<file path="src/rtl/core/timestamp_stream_merger_unit_defines.svh">
// Assertion macros shared by the timestamp stream merger RTL.
`ifndef TIMESTAMP_STREAM_MERGER_UNIT_DEFINES_SVH
`define TIMESTAMP_STREAM_MERGER_UNIT_DEFINES_SVH

`ifndef SYNTHESIS
`define TSM_ASSERT(lbl, prop, msg) \
  lbl: assert property (@(posedge clk_i) disable iff (!rst_ni) prop) else $error(msg);
`define TSM_ASSERT_NEVER(lbl, cond, msg) \
  lbl: assert property (@(posedge clk_i) disable iff (!rst_ni) !(cond)) else $error(msg);
`else
`define TSM_ASSERT(lbl, prop, msg)
`define TSM_ASSERT_NEVER(lbl, cond, msg)
`endif

`endif

</file>
<file path="src/rtl/core/tsm_pkg.sv">
// Shared types and constants of the timestamp stream merger.
package tsm_pkg;

  localparam int unsigned TIME_W     = 48;
  localparam int unsigned PAYLOAD_W  = 16;
  localparam int unsigned SRC_PORT_W = 2;
  localparam int unsigned LIMIT_W    = 5;

  localparam logic [LIMIT_W-1:0] RESULT_LIMIT = 5'd16;

  localparam logic ACT_PUSH  = 1'b0;
  localparam logic ACT_FLUSH = 1'b1;

  typedef struct packed {
    logic [TIME_W-1:0]    cmd_time;
    logic [PAYLOAD_W-1:0] payload;
  } cmd_word_t;

  typedef struct packed {
    logic clear;
    logic cmp;
  } pick_ctl_t;

endpackage

</file>
<file path="src/rtl/core/tsm_pick.sv">
// Shared comparator that keeps the oldest source head seen during a scan.
module tsm_pick import tsm_pkg::*; #(
  parameter int unsigned SW = 2
) (
  input  logic          clk_i,
  input  logic          rst_ni,
  input  pick_ctl_t     ctl_i,
  input  logic [SW-1:0] src_i,
  input  cmd_word_t     word_i,
  output logic          found_o,
  output logic [SW-1:0] best_src_o,
  output cmd_word_t     best_word_o
);

  logic          found_q;
  logic [SW-1:0] best_src_q;
  cmd_word_t     best_word_q;
  logic          take;

  // Later sources win on equal times, so the compare is inclusive.
  assign take = ctl_i.cmp && !ctl_i.clear &&
                (!found_q || (word_i.cmd_time <= best_word_q.cmd_time));

  always_ff @(posedge clk_i or negedge rst_ni) begin
    if (!rst_ni) begin
      found_q <= 1'b0;
    end else if (ctl_i.clear) begin
      found_q <= 1'b0;
    end else if (take) begin
      found_q <= 1'b1;
    end
  end

  always_ff @(posedge clk_i) begin
    if (take) begin
      best_src_q  <= src_i;
      best_word_q <= word_i;
    end
  end

  assign found_o     = found_q;
  assign best_src_o  = best_src_q;
  assign best_word_o = best_word_q;

endmodule

</file>
<file path="config.mk">
export PLATFORM = sky130hd
export DESIGN_NAME = tsm_pick
export DESIGN_NICKNAME = d
export VERILOG_FILES = /design/src/rtl/core/timestamp_stream_merger_unit_defines.svh /design/src/rtl/core/tsm_pkg.sv /design/src/rtl/core/tsm_pick.sv
export SDC_FILE = /design/constraint.sdc
export NUM_CORES = 1
export LEC_CHECK = 0
export BUFFER_PORTS_ARGS = -buffer_cell sky130_fd_sc_hd__buf_2
export CAP_MARGIN = 20
export CORE_MARGIN = 5
export CORE_UTILIZATION = 48
export DETAILED_ROUTE_END_ITERATION = 10
export GPL_TIMING_DRIVEN = 0
export PLACE_DENSITY = 0.79
export SLEW_MARGIN = 20
export SYNTH_ARGS = -nofsm -noshare
export SYNTH_HDL_FRONTEND = slang
export SYNTH_SLANG_ARGS = --single-unit
</file>
<file path="constraint.sdc">
create_clock -name clk_i -period 7.9 [get_ports clk_i]
set_input_delay 0.79 -clock clk_i [delete_from_list [all_inputs] [get_ports clk_i]]
set_output_delay 0.79 -clock clk_i [all_outputs]
set_load 0.02 [all_outputs]
</file>
==> results by group <==
Worst setup path
  – FF-to-FF Start: best_word_o[17]
  – Crit-path slowest cell: o31ai_4
  – Crit Path Category: in -> reg
  – Worst setup EP type: register
  – CP Data Arrival Time: 3.40 ns
  – Delay-heaviest family, CP: compound AO/OA/AOI/OAI gates
  – Critical Path Start: word_i[17]
  – Slowest stage delay, CP: 0.57 ns
  – Buf/Inv on CP: 4
  – CP required: 7.95 ns
  – Crit-path most repeated cell: buf_8
  – CP Max Fanout: 14
  – Critical Path Start Type: input pin
  – Critical path cell sequence: buf_2 > ha_1 > nor2b_1 > o211ai_1 > a2111oi_1 > nor4b_1 > o22ai_1 > o31ai_4 > buf_6 > buf_8 > buf_8

Global route
  – Largest net degree at the start of global routing: 15
  – First-pass GRT wire length: 11640 um
  – Grt ovf: 0
  – Number of antenna violations at the first check in global routing: 0
  – Vias in the first global route: 2541
  – Total Routing Usage GR: 17.41%

Layout
  – Most common cell after layout, fill and taps aside: buf_2
  – ANT cells: 0
  – Post-layout net count: 508
  – Synth-to-Final Area Change: 33.17%
  – Share of layout cells above drive strength 1: 40.25%
  – Most frequent cells in the layout: buf_2 (136), edfxtp_1 (66), inv_1 (48), ha_1 (48), a21oi_1 (17)
  – Final Instance Area: 4310 um2
  – Fin util: 64.51%

Timing
  – Worst-margin pin slew: 0.6481 ns
  – Final Hold Viols: 0
  – Max-slew headroom: 56.79%
  – RSZ-0062 raised after global routing: false
  – Clock Skew: 0.009620 ns
  – Minimum clock period: 3.355 ns
  – Final WS setup: 4.545 ns
  – Fin. max-slew vios: 0
  – Final setup vio count: 0
  – Final Cycle Share: 42.47%
  – Setup TNS: 0 ns
  – Fmax: 0.2981 GHz

Die
  – Die height: 92.12 um
  – Core box area: 6681 um2
  – # IOs: 137
  – Initial Util: 48.45%
  – Die width: 92.12 um
  – Die area: 8486 um2
  – Num rows: 30

Drt
  – Drt via density: 5.011
  – TritonRoute pass-1 iters: 4
  – # DRC: 0
  – DRT iter0 DRCs: 51
  – Routed wire length: 7191 um
  – Antenna viol nets, final: 0
  – Via count: 2380
  – Routed len/inst: 15.14 um

Run
  – Max_cap viols: 0

Placed design
  – Final HPWL DP: 5954 um
  – Routability cong.: 0.7801
  – Setup WS pre-CTS: 4.151 ns
  – # port buffers: 136
  – DP Area: 4103 um2

Power
  – Proportion of power drawn by flip-flops and latches: 48.8%
  – Clk network pwr share: 33.7%
  – Cell Pwr Density: 204.7 nW/um2
  – Switching Share: 28.13%
  – Max IR drop VDD: 0.1191 mV
  – Sw power: 248.2 uW
  – Leak: 0.002095 uW
  – Comb power frac: 17.5%
  – Internal: 634.1 uW

Synthesis
  – Mapped Nets: 356
  – Cell variety after synth: 24
  – Syn Inst Count: 238
  – Avg Cell Area, Syn: 13.60 um2
  – Synth warn: 0
  – Sequential area share after synthesis: 62.00%
  – #FFs+latches synth: 67
  – Synthesized area: 3237 um2

Clocking
  – Hold Buf Count CTS: 0
  – CTS Root Cell: clkbuf_8
  – Worst skew pair latency: 0.34 ns
  – Htree depth: 3
  – Setup bufs post-CTS: 0
  – PostCTS Resize Cnt: 0
  – Clock sinks: 67
  – Cts bufs inserted: 9
  – Clock tree buffer depth: 2
  – Worst-path clk slew: 0.08 ns
  – CTS tree: yes

Run status
  – Status: finished, final reports clean

Hold path
  – Hold Path Class: in -> async
-- cell usage after synthesis --
cell type / instances / area share (%)
a2111oi_1: 1 / 0.31
a211oi_1: 2 / 0.46
a21boi_0: 3 / 0.70
a21o_1: 8 / 1.9
a21oi_1: 17 / 2.6
dfrtp_1: 1 / 0.77
edfxtp_1: 66 / 61
ha_1: 48 / 19
inv_1: 48 / 5.6
nand2_1: 2 / 0.23
nand3_1: 8 / 1.2
nand3b_1: 1 / 0.23
nand4_1: 12 / 2.3
nand4_2: 1 / 0.39
nor2_1: 7 / 0.81
nor2b_1: 2 / 0.39
nor4b_1: 1 / 0.27
nor4bb_1: 1 / 0.31
o211ai_1: 1 / 0.23
o21ai_0: 3 / 0.46
o21ai_1: 1 / 0.15
o22ai_1: 1 / 0.19
o31ai_1: 2 / 0.46
or4_1: 1 / 0.23
-- final timing paths --
| kind | cells after the start | to | slack [ns] |
|---|---|---|---|
| max | 11 | best_word_o[5] | 4.54 |
| min | 1 | found_o | 0.23 |
| max reg2reg | 11 | best_word_o[5] | 4.73 |
| min reg2reg | 2 | found_o | 0.57 |
| max in group asynchronous | 1 | found_o | 7.58 |
| min in group clk_i | 2 | found_o | 0.57 |
-- per-layer routing --
| layer | part of all wire (%) | global-route usage [%] | vias up | routed length [um] |
|---|---|---|---|---|
| met3 | 6.9 | 4.758 | 16 | 493 |
| met5 | 0 | 0 | - | 0 |
| met1 | 39 | 19.23 | 1097 | 2818 |
| met4 | 2.4 | 7.426 | 0 | 172 |
| li1 | - | - | 1183 | - |
| met2 | 52 | 31.27 | 84 | 3707 |
-- sequential cells by signal, summed over array words and instances (netlist names) --
| register | flops |
|---|---|
| best_src_o | 2 |
| best_word_o | 64 |
| found_o | 1 |
-- final cells by class --
cell class	count	area [um2]
multi-input cells	123	1064
fillers	542	2371
clock buffers	9	123.9
clock inverters	7	83.83
flip-flops and latches	67	2007
repair buffers	141	752.0
inverters	48	180.2
well taps	80	100.1
-- power by group through the flow --
stage	Combinational, uW	Sequential, uW	Clock (uW)
3_3_place_gp	142	445	0
3_5_place_dp	157	439	0
2_1_floorplan	55.6	474	0
4_1_cts	157	431	305
6_report	154	431	297
5_1_grt	172	434	324
-- through the flow --
stage / hold slack [ns] / power, uW / instances
final: 0.2272 / 882.3 / 475
after global routing: 0.2062 / 929.3 / 475
after CTS: 0.2077 / 893.6 / 475
after detailed placement: 0.5595 / 595.8 / 459
after global placement: 0.5209 / 587.3 / 454
after floorplan: 0.4944 / 529.8 / 238
-- cells by family after synthesis --
group / synth area share (%)
adders and majority gates: 18.55
AOI/OAI and AO/OA: 7.460
buffers and inverters: 5.566
and+or+nand+nor: 6.417
DFF: 62.00
Note: power is estimated with default switching activity, not from simulation.
