`config.mk`:
```
export PLATFORM = sky130hd
export DESIGN_NAME = tsm_ctrl
export DESIGN_NICKNAME = d
export VERILOG_FILES = /design/src/rtl/core/timestamp_stream_merger_unit_defines.svh /design/src/rtl/core/tsm_pkg.sv /design/src/rtl/core/tsm_ctrl.sv
export SDC_FILE = /design/constraint.sdc
export NUM_CORES = 1
export LEC_CHECK = 0
export ABC_AREA = 1
export BUFFER_PORTS_ARGS = -buffer_cell sky130_fd_sc_hd__buf_4
export CAP_MARGIN = 20
export CORE_UTILIZATION = 58
export CTS_CLUSTER_SIZE = 40
export DETAILED_ROUTE_END_ITERATION = 6
export PLACE_DENSITY_LB_ADDON = 0.05
export SLEW_MARGIN = 20
export SYNTH_ARGS = -nofsm -noshare
export SYNTH_HDL_FRONTEND = slang
export SYNTH_SLANG_ARGS = --single-unit
export TNS_END_PERCENT = 1
```
`constraint.sdc`:
```
create_clock -name clk_i -period 10.9 [get_ports clk_i]
set_clock_uncertainty 0.1 [all_clocks]
set_input_delay 0.545 -clock clk_i [delete_from_list [all_inputs] [get_ports clk_i]]
set_output_delay 0.545 -clock clk_i [all_outputs]
set_load 0.02 [all_outputs]
```
`src/rtl/core/timestamp_stream_merger_unit_defines.svh`:
```
// Assertion macros shared by the timestamp stream merger RTL.
`ifndef TIMESTAMP_STREAM_MERGER_UNIT_DEFINES_SVH
`define TIMESTAMP_STREAM_MERGER_UNIT_DEFINES_SVH

`ifndef SYNTHESIS
`define TSM_ASSERT(lbl, prop, msg) \
  lbl: assert property (@(posedge clk_i) disable iff (!rst_ni) prop) else $error(msg);
`define TSM_ASSERT_NEVER(lbl, cond, msg) \
  lbl: assert property (@(posedge clk_i) disable iff (!rst_ni) !(cond)) else $error(msg);
`else
`define TSM_ASSERT(lbl, prop, msg)
`define TSM_ASSERT_NEVER(lbl, cond, msg)
`endif

`endif

```
`src/rtl/core/tsm_pkg.sv`:
```
// Shared types and constants of the timestamp stream merger.
package tsm_pkg;

  localparam int unsigned TIME_W     = 48;
  localparam int unsigned PAYLOAD_W  = 16;
  localparam int unsigned SRC_PORT_W = 2;
  localparam int unsigned LIMIT_W    = 5;

  localparam logic [LIMIT_W-1:0] RESULT_LIMIT = 5'd16;

  localparam logic ACT_PUSH  = 1'b0;
  localparam logic ACT_FLUSH = 1'b1;

  typedef struct packed {
    logic [TIME_W-1:0]    cmd_time;
    logic [PAYLOAD_W-1:0] payload;
  } cmd_word_t;

  typedef struct packed {
    logic clear;
    logic cmp;
  } pick_ctl_t;

endpackage

```
`src/rtl/core/tsm_ctrl.sv`:
```
// Sequencer: source buffer bookkeeping, head scan, trimming and result registers.
module tsm_ctrl import tsm_pkg::*; #(
  parameter int unsigned NUM_SOURCES = 4,
  parameter int unsigned MAX_CMDS    = 16,
  parameter int unsigned SW          = 2,
  parameter int unsigned AW          = 6,
  parameter int unsigned CW          = 5,
  parameter int unsigned TW          = 7
) (
  input  logic                  clk_i,
  input  logic                  rst_ni,
  input  logic                  start_i,
  input  logic                  action_i,
  input  logic [SRC_PORT_W-1:0] src_i,
  input  logic [LIMIT_W-1:0]    limit_i,
  output logic                  busy_o,
  output logic                  we_o,
  output logic [AW-1:0]         waddr_o,
  output logic                  re_o,
  output logic [AW-1:0]         raddr_o,
  output pick_ctl_t             pick_ctl_o,
  output logic [SW-1:0]         rd_src_o,
  input  logic                  found_i,
  input  logic [SW-1:0]         best_src_i,
  input  cmd_word_t             best_word_i,
  output logic                  out_valid_o,
  output logic [TIME_W-1:0]     out_time_o,
  output logic [PAYLOAD_W-1:0]  out_payload_o,
  output logic [SRC_PORT_W-1:0] out_source_o,
  output logic                  out_last_o,
  output logic                  out_dropped_o
);

  localparam int unsigned SCW = $clog2(NUM_SOURCES + 1);
  localparam int unsigned XW  = (TW > LIMIT_W) ? TW : LIMIT_W;

  localparam logic [1:0] ST_IDLE = 2'd0;
  localparam logic [1:0] ST_SCAN = 2'd1;
  localparam logic [1:0] ST_PICK = 2'd2;

  logic [1:0]     state_q, state_d;
  logic [SCW-1:0] scan_q, scan_d;
  logic [CW-1:0]  counts_q [NUM_SOURCES];
  logic [CW-1:0]  counts_d [NUM_SOURCES];
  logic [CW-1:0]  heads_q [NUM_SOURCES];
  logic [CW-1:0]  heads_d [NUM_SOURCES];
  logic [TW-1:0]  total_q, total_d;
  logic [TW-1:0]  skip_q, skip_d;
  logic           drop_q, drop_d;
  logic           push_drop_q, push_drop_d;
  logic           rd_live_q, rd_live_d;
  logic [SW-1:0]  rd_src_q, rd_src_d;

  logic                  out_valid_q;
  logic [TIME_W-1:0]     out_time_q;
  logic [PAYLOAD_W-1:0]  out_payload_q;
  logic [SRC_PORT_W-1:0] out_source_q;
  logic                  out_last_q;
  logic                  out_dropped_q;

  logic               accept;
  logic               src_ok;
  logic [SW-1:0]      push_idx;
  logic [CW-1:0]      push_cnt;
  logic               push_ok;
  logic               issue;
  logic [SW-1:0]      scan_idx;
  logic               live;
  logic [LIMIT_W-1:0] lim_eff;
  logic               over;
  logic               emit;
  logic               last;

  assign accept   = start_i && (state_q == ST_IDLE);
  assign src_ok   = (32'(src_i) < NUM_SOURCES);
  assign push_idx = src_ok ? SW'(src_i) : '0;
  assign push_cnt = counts_q[push_idx];
  assign push_ok  = accept && (action_i == ACT_PUSH) && src_ok && (32'(push_cnt) < MAX_CMDS);

  assign issue    = (state_q == ST_SCAN) && (32'(scan_q) < NUM_SOURCES);
  assign scan_idx = issue ? scan_q[SW-1:0] : '0;
  assign live     = (counts_q[scan_idx] != '0);

  assign we_o    = push_ok;
  assign waddr_o = AW'(32'(push_idx) * MAX_CMDS + 32'(push_cnt));
  assign re_o    = issue && live;
  assign raddr_o = AW'(32'(scan_idx) * MAX_CMDS + 32'(heads_q[scan_idx]));

  always_comb begin
    if (limit_i == '0) begin
      lim_eff = LIMIT_W'(1);
    end else if (limit_i > RESULT_LIMIT) begin
      lim_eff = RESULT_LIMIT;
    end else begin
      lim_eff = limit_i;
    end
  end

  assign over = (XW'(total_q) > XW'(lim_eff));
  assign last = (total_q == TW'(1));

  always_comb begin
    state_d     = state_q;
    scan_d      = scan_q;
    counts_d    = counts_q;
    heads_d     = heads_q;
    total_d     = total_q;
    skip_d      = skip_q;
    drop_d      = drop_q;
    push_drop_d = push_drop_q;
    rd_live_d   = 1'b0;
    rd_src_d    = rd_src_q;
    emit        = 1'b0;
    unique case (state_q)
      ST_IDLE: begin
        if (accept) begin
          if (action_i == ACT_PUSH) begin
            if (push_ok) begin
              counts_d[push_idx] = push_cnt + CW'(1);
              total_d            = total_q + TW'(1);
            end else begin
              push_drop_d = 1'b1;
            end
          end else begin
            push_drop_d = 1'b0;
            drop_d      = push_drop_q || over;
            skip_d      = over ? TW'(XW'(total_q) - XW'(lim_eff)) : '0;
            if (total_q != '0) begin
              state_d = ST_SCAN;
              scan_d  = '0;
            end
          end
        end
      end
      ST_SCAN: begin
        rd_live_d = re_o;
        rd_src_d  = scan_idx;
        scan_d    = scan_q + SCW'(1);
        if (32'(scan_q) == NUM_SOURCES) begin
          state_d = ST_PICK;
        end
      end
      ST_PICK: begin
        if (found_i) begin
          heads_d[best_src_i]  = heads_q[best_src_i] + CW'(1);
          counts_d[best_src_i] = counts_q[best_src_i] - CW'(1);
          total_d              = total_q - TW'(1);
          if (skip_q != '0) begin
            skip_d = skip_q - TW'(1);
          end else begin
            emit = 1'b1;
          end
          if (last) begin
            state_d = ST_IDLE;
            heads_d = '{default: '0};
          end else begin
            state_d = ST_SCAN;
            scan_d  = '0;
          end
        end else begin
          state_d = ST_IDLE;
          heads_d = '{default: '0};
        end
      end
      default: begin
        state_d = ST_IDLE;
      end
    endcase
  end

  always_ff @(posedge clk_i or negedge rst_ni) begin
    if (!rst_ni) begin
      state_q     <= ST_IDLE;
      scan_q      <= '0;
      counts_q    <= '{default: '0};
      heads_q     <= '{default: '0};
      total_q     <= '0;
      skip_q      <= '0;
      drop_q      <= 1'b0;
      push_drop_q <= 1'b0;
      rd_live_q   <= 1'b0;
      rd_src_q    <= '0;
      out_valid_q <= 1'b0;
    end else begin
      state_q     <= state_d;
      scan_q      <= scan_d;
      counts_q    <= counts_d;
      heads_q     <= heads_d;
      total_q     <= total_d;
      skip_q      <= skip_d;
      drop_q      <= drop_d;
      push_drop_q <= push_drop_d;
      rd_live_q   <= rd_live_d;
      rd_src_q    <= rd_src_d;
      out_valid_q <= emit;
    end
  end

  always_ff @(posedge clk_i) begin
    if (emit) begin
      out_time_q    <= best_word_i.cmd_time;
      out_payload_q <= best_word_i.payload;
      out_source_q  <= SRC_PORT_W'(best_src_i);
      out_last_q    <= last;
      out_dropped_q <= drop_q;
    end
  end

  assign busy_o           = (state_q != ST_IDLE);
  assign pick_ctl_o.clear = (state_q == ST_PICK);
  assign pick_ctl_o.cmp   = rd_live_q;
  assign rd_src_o         = rd_src_q;

  assign out_valid_o   = out_valid_q;
  assign out_time_o    = out_time_q;
  assign out_payload_o = out_payload_q;
  assign out_source_o  = out_source_q;
  assign out_last_o    = out_last_q;
  assign out_dropped_o = out_dropped_q;

endmodule
```
==> impl_metrics.toml <==
[status]
status = "complete, but fails checks"
violations = "DRC"

[worst_setup_path]
cp_slowest_cell = "dfrtp_1"
critPathKind = "reg2out"
cp_cell_sequence = "nand2_1 -> nor2_1 -> nand2_1 -> clkinv_1 -> o21ai_0 -> o22ai_1 -> ha_1 -> xnor2_1 -> buf_4"
start_kind = "flop"
cp_max_fo = 13
crit_cells = 9
path_buf_inv = 2
crit_family = "simple AND/OR/NAND/NOR gates"
cp.arrival_ps = 2690
slowest_delay_ps = 460
worst_r2r_path_depth = 5
crit_top_cell = "nand2_1"
cp_data_required_time_ps = 10260
end_kind = "output port"

[detailed_routing]
wl_met2_um = 9093
drtIter0Drc = 521
top_layer_used = "met4"
wl_per_cell_um = 16.66
drc = 40
drt_wl_total_um = 18550
first_pass_iters = 7
dr_wl_met3_um = 1679
met1_length_um = 7132
vias = 6231
viasPerCell = 5.593
final_antenna_net_count = 0

[global_routing]
grt_max_degree = 70
grtUsageTotal = 0.3132
grt_pass1_vias = 6034
overflow = 0
grt_first_pass_wirelength_um = 29900
antenna_found_initial = 0

[synth]
synth_compound_area_frac = 0.08035
ys_ff_latch = 133
synth-xor-area-share = 0.02004
syn-num-nets = 881
syn_inst = 784
synth_area_leader_cell = "edfxtp_1"
synth.distinct_cells = 44
synth_top_family_by_area = "simple AND/OR/NAND/NOR gates"
synthesis.area_um2 = 6929
synth_edf_count = 68
yosys_warnings = 0
synthMuxAreaShare = 0
synth.avg_cell_area_um2 = 8.838
yosysMostFrequentCell = "nand2_1"
ys_async_sr_fraction = 0.4887
synth_adder_area_share = 0.03539
yosys.area.top_type_share = 0.2947
synth.area.top_cells = "edfxtp_1 29%, dfrtp_1 23%, nand2_1 13%"
ys_seq_area_frac = 0.5294
yosys_most_used_dff = "edfxtp_1"
synthTopCellsByCount = "240 x nand2_1, 77 x inv_1, 68 x edfxtp_1, 65 x dfrtp_1, 64 x nor2_1"
synth-simple-area-share = 0.2705

[cts]
holdBufCountCts = 0
clk_pin_slew_ps = 60
cts_num_sinks = 133
insertion_delay_ps = 430
clk_path_buf_depth = 2
tritoncts = "yes"
root_buffer = "clkbuf_16"
numCtsBuffers = 17
htree_num_levels = 4
post-cts-setup-buffers = 0
cts_resized = 0

[finish]
seq_area_um2 = 3669
layout.nets = 1055
final_util = 0.7648
diodes = 0
multi_input_area_um2 = 2823
syn2layout_area_growth_pct = 27.10
drive_gt1_frac = 0.2616
fin_cells = 1114
fillers = 830
final_area_um2 = 8807

[timing]
timing.final.ws_setup_ps = 7567
slew_viol_final = 0
worst_pin_slew_ps = 856.5
tns_ps = 0
finalCritPeriodShare = 0.3057
hold_viol = 0
maxSlewHeadroom = 0.4290
final-setup-viol-count = 0
max_freq_mhz = 300.1
min_period_ps = 3333
rsz0062_at_grt = "no"

[worst_hold_path]
hold_class = "in2async"

[floorplanning]
fp.dieArea_um2 = 12390
core_area_um2 = 11520
die_h_um = 111.3
start_util = 0.6017
die_w_um = 111.3
io_pins = 166
fp-row-count = 39

[place]
io_buffers = 165
gp_congestion = 0.9811
place_inst = 1082
preCtsSetupSlack_ps = 8060
hpwl_um = 13680
placed_cell_area_um2 = 8264

[power]
internal_power_w = 0.001125
p_seq_frac = 0.376
combPwrFrac = 0.337
p_leak_nw = 4.225
switching_share = 0.3783
irDropWorstVdd_uv = 185.7
p_clk_frac = 0.287
powerDensity_nw_per_um2 = 205.4
switchingPower_w = 0.0006843

[run]
drv_cap = 0
-- flip-flops by register name, indices dropped and copies added, names as in the netlist, 2 cells and up --
register / flops
state_q: 2
heads_q: 20
out_source_o: 2
rd_src_o: 2
skip_q: 7
counts_q: 20
scan_q: 3
out_time_o: 48
out_payload_o: 16
total_q: 7
-- layout by cell type (no fill, tap or decap), types with 4 or more instances in the layout --
master,count
o21ai_2,4
nor2_2,10
clkinv_4,4
a21oi_1,17
o22ai_1,8
nand4_1,15
xor2_1,8
clkinv_2,4
buf_4,166
o21ai_1,17
edfxtp_1,68
dfrtp_1,65
a22oi_1,6
xnor2_1,6
clkbuf_16,17
nand3_1,61
nand2_1,240
nor2_4,7
ha_1,18
o21ai_0,34
inv_4,4
nor3_1,5
nand2_2,10
inv_1,77
nor2_1,63
inv_2,8
-- power by group through the flow --
stage	Clock, W	Combinational, W	Sequential (W)
floorplan	0	0.000427	0.000663
global placement	0	0.000578	0.000685
detailed placement	0	0.000595	0.000687
CTS	0.000526	0.000602	0.000678
global route	0.000547	0.000674	0.000689
finish	0.000518	0.000610	0.000681
-- cell type report --
| class | instances | area share |
|---|---|---|
| flip-flops and latches | 133 | 0.4165 |
| clock inverters | 14 | 0.01179 |
| well taps | 143 | 0.02032 |
| multi-input cells | 550 | 0.3205 |
| clock buffers | 18 | 0.04986 |
| inverters | 90 | 0.03949 |
| repair buffers | 166 | 0.1415 |
-- stage by stage --
stage	power [W]	hold slack [ps]
3_3_place_gp	0.001263	369.2
5_1_grt	0.001910	179.5
2_1_floorplan	0.001090	149.4
4_1_cts	0.001806	159.4
3_5_place_dp	0.001282	366.6
6_report	0.001809	125.7
-- path summary, 6_finish.rpt --
kind | start | to | slack [ps]
min in group clk_i | best_word_i[19] | out_time_o[3] | 190
setup / recovery | state_q[0] | raddr_o[5] | 7570
hold / removal | rst_ni | counts_q[17] | 130
hold reg to reg | counts_q[3] | counts_q[3] | 380
setup reg to reg | state_q[0] | out_time_o[44] | 8350
max in group asynchronous | rst_ni | counts_q[2] | 10030
-- cell families after synthesis --
logic type	after synthesis
buf+inv	101
xor+xnor	15
simple gates	421
fa+ha+maj	19
compound gates	95
flops	133
-- routing by layer --
metal | global-route usage | vias up
li1 | - | 2948
met1 | 0.3709 | 2885
met2 | 0.5338 | 339
met3 | 0.07490 | 59
met4 | 0.1595 | 0
met5 | 0 | -
No activity file was read; power rests on OpenSTA's default activity.
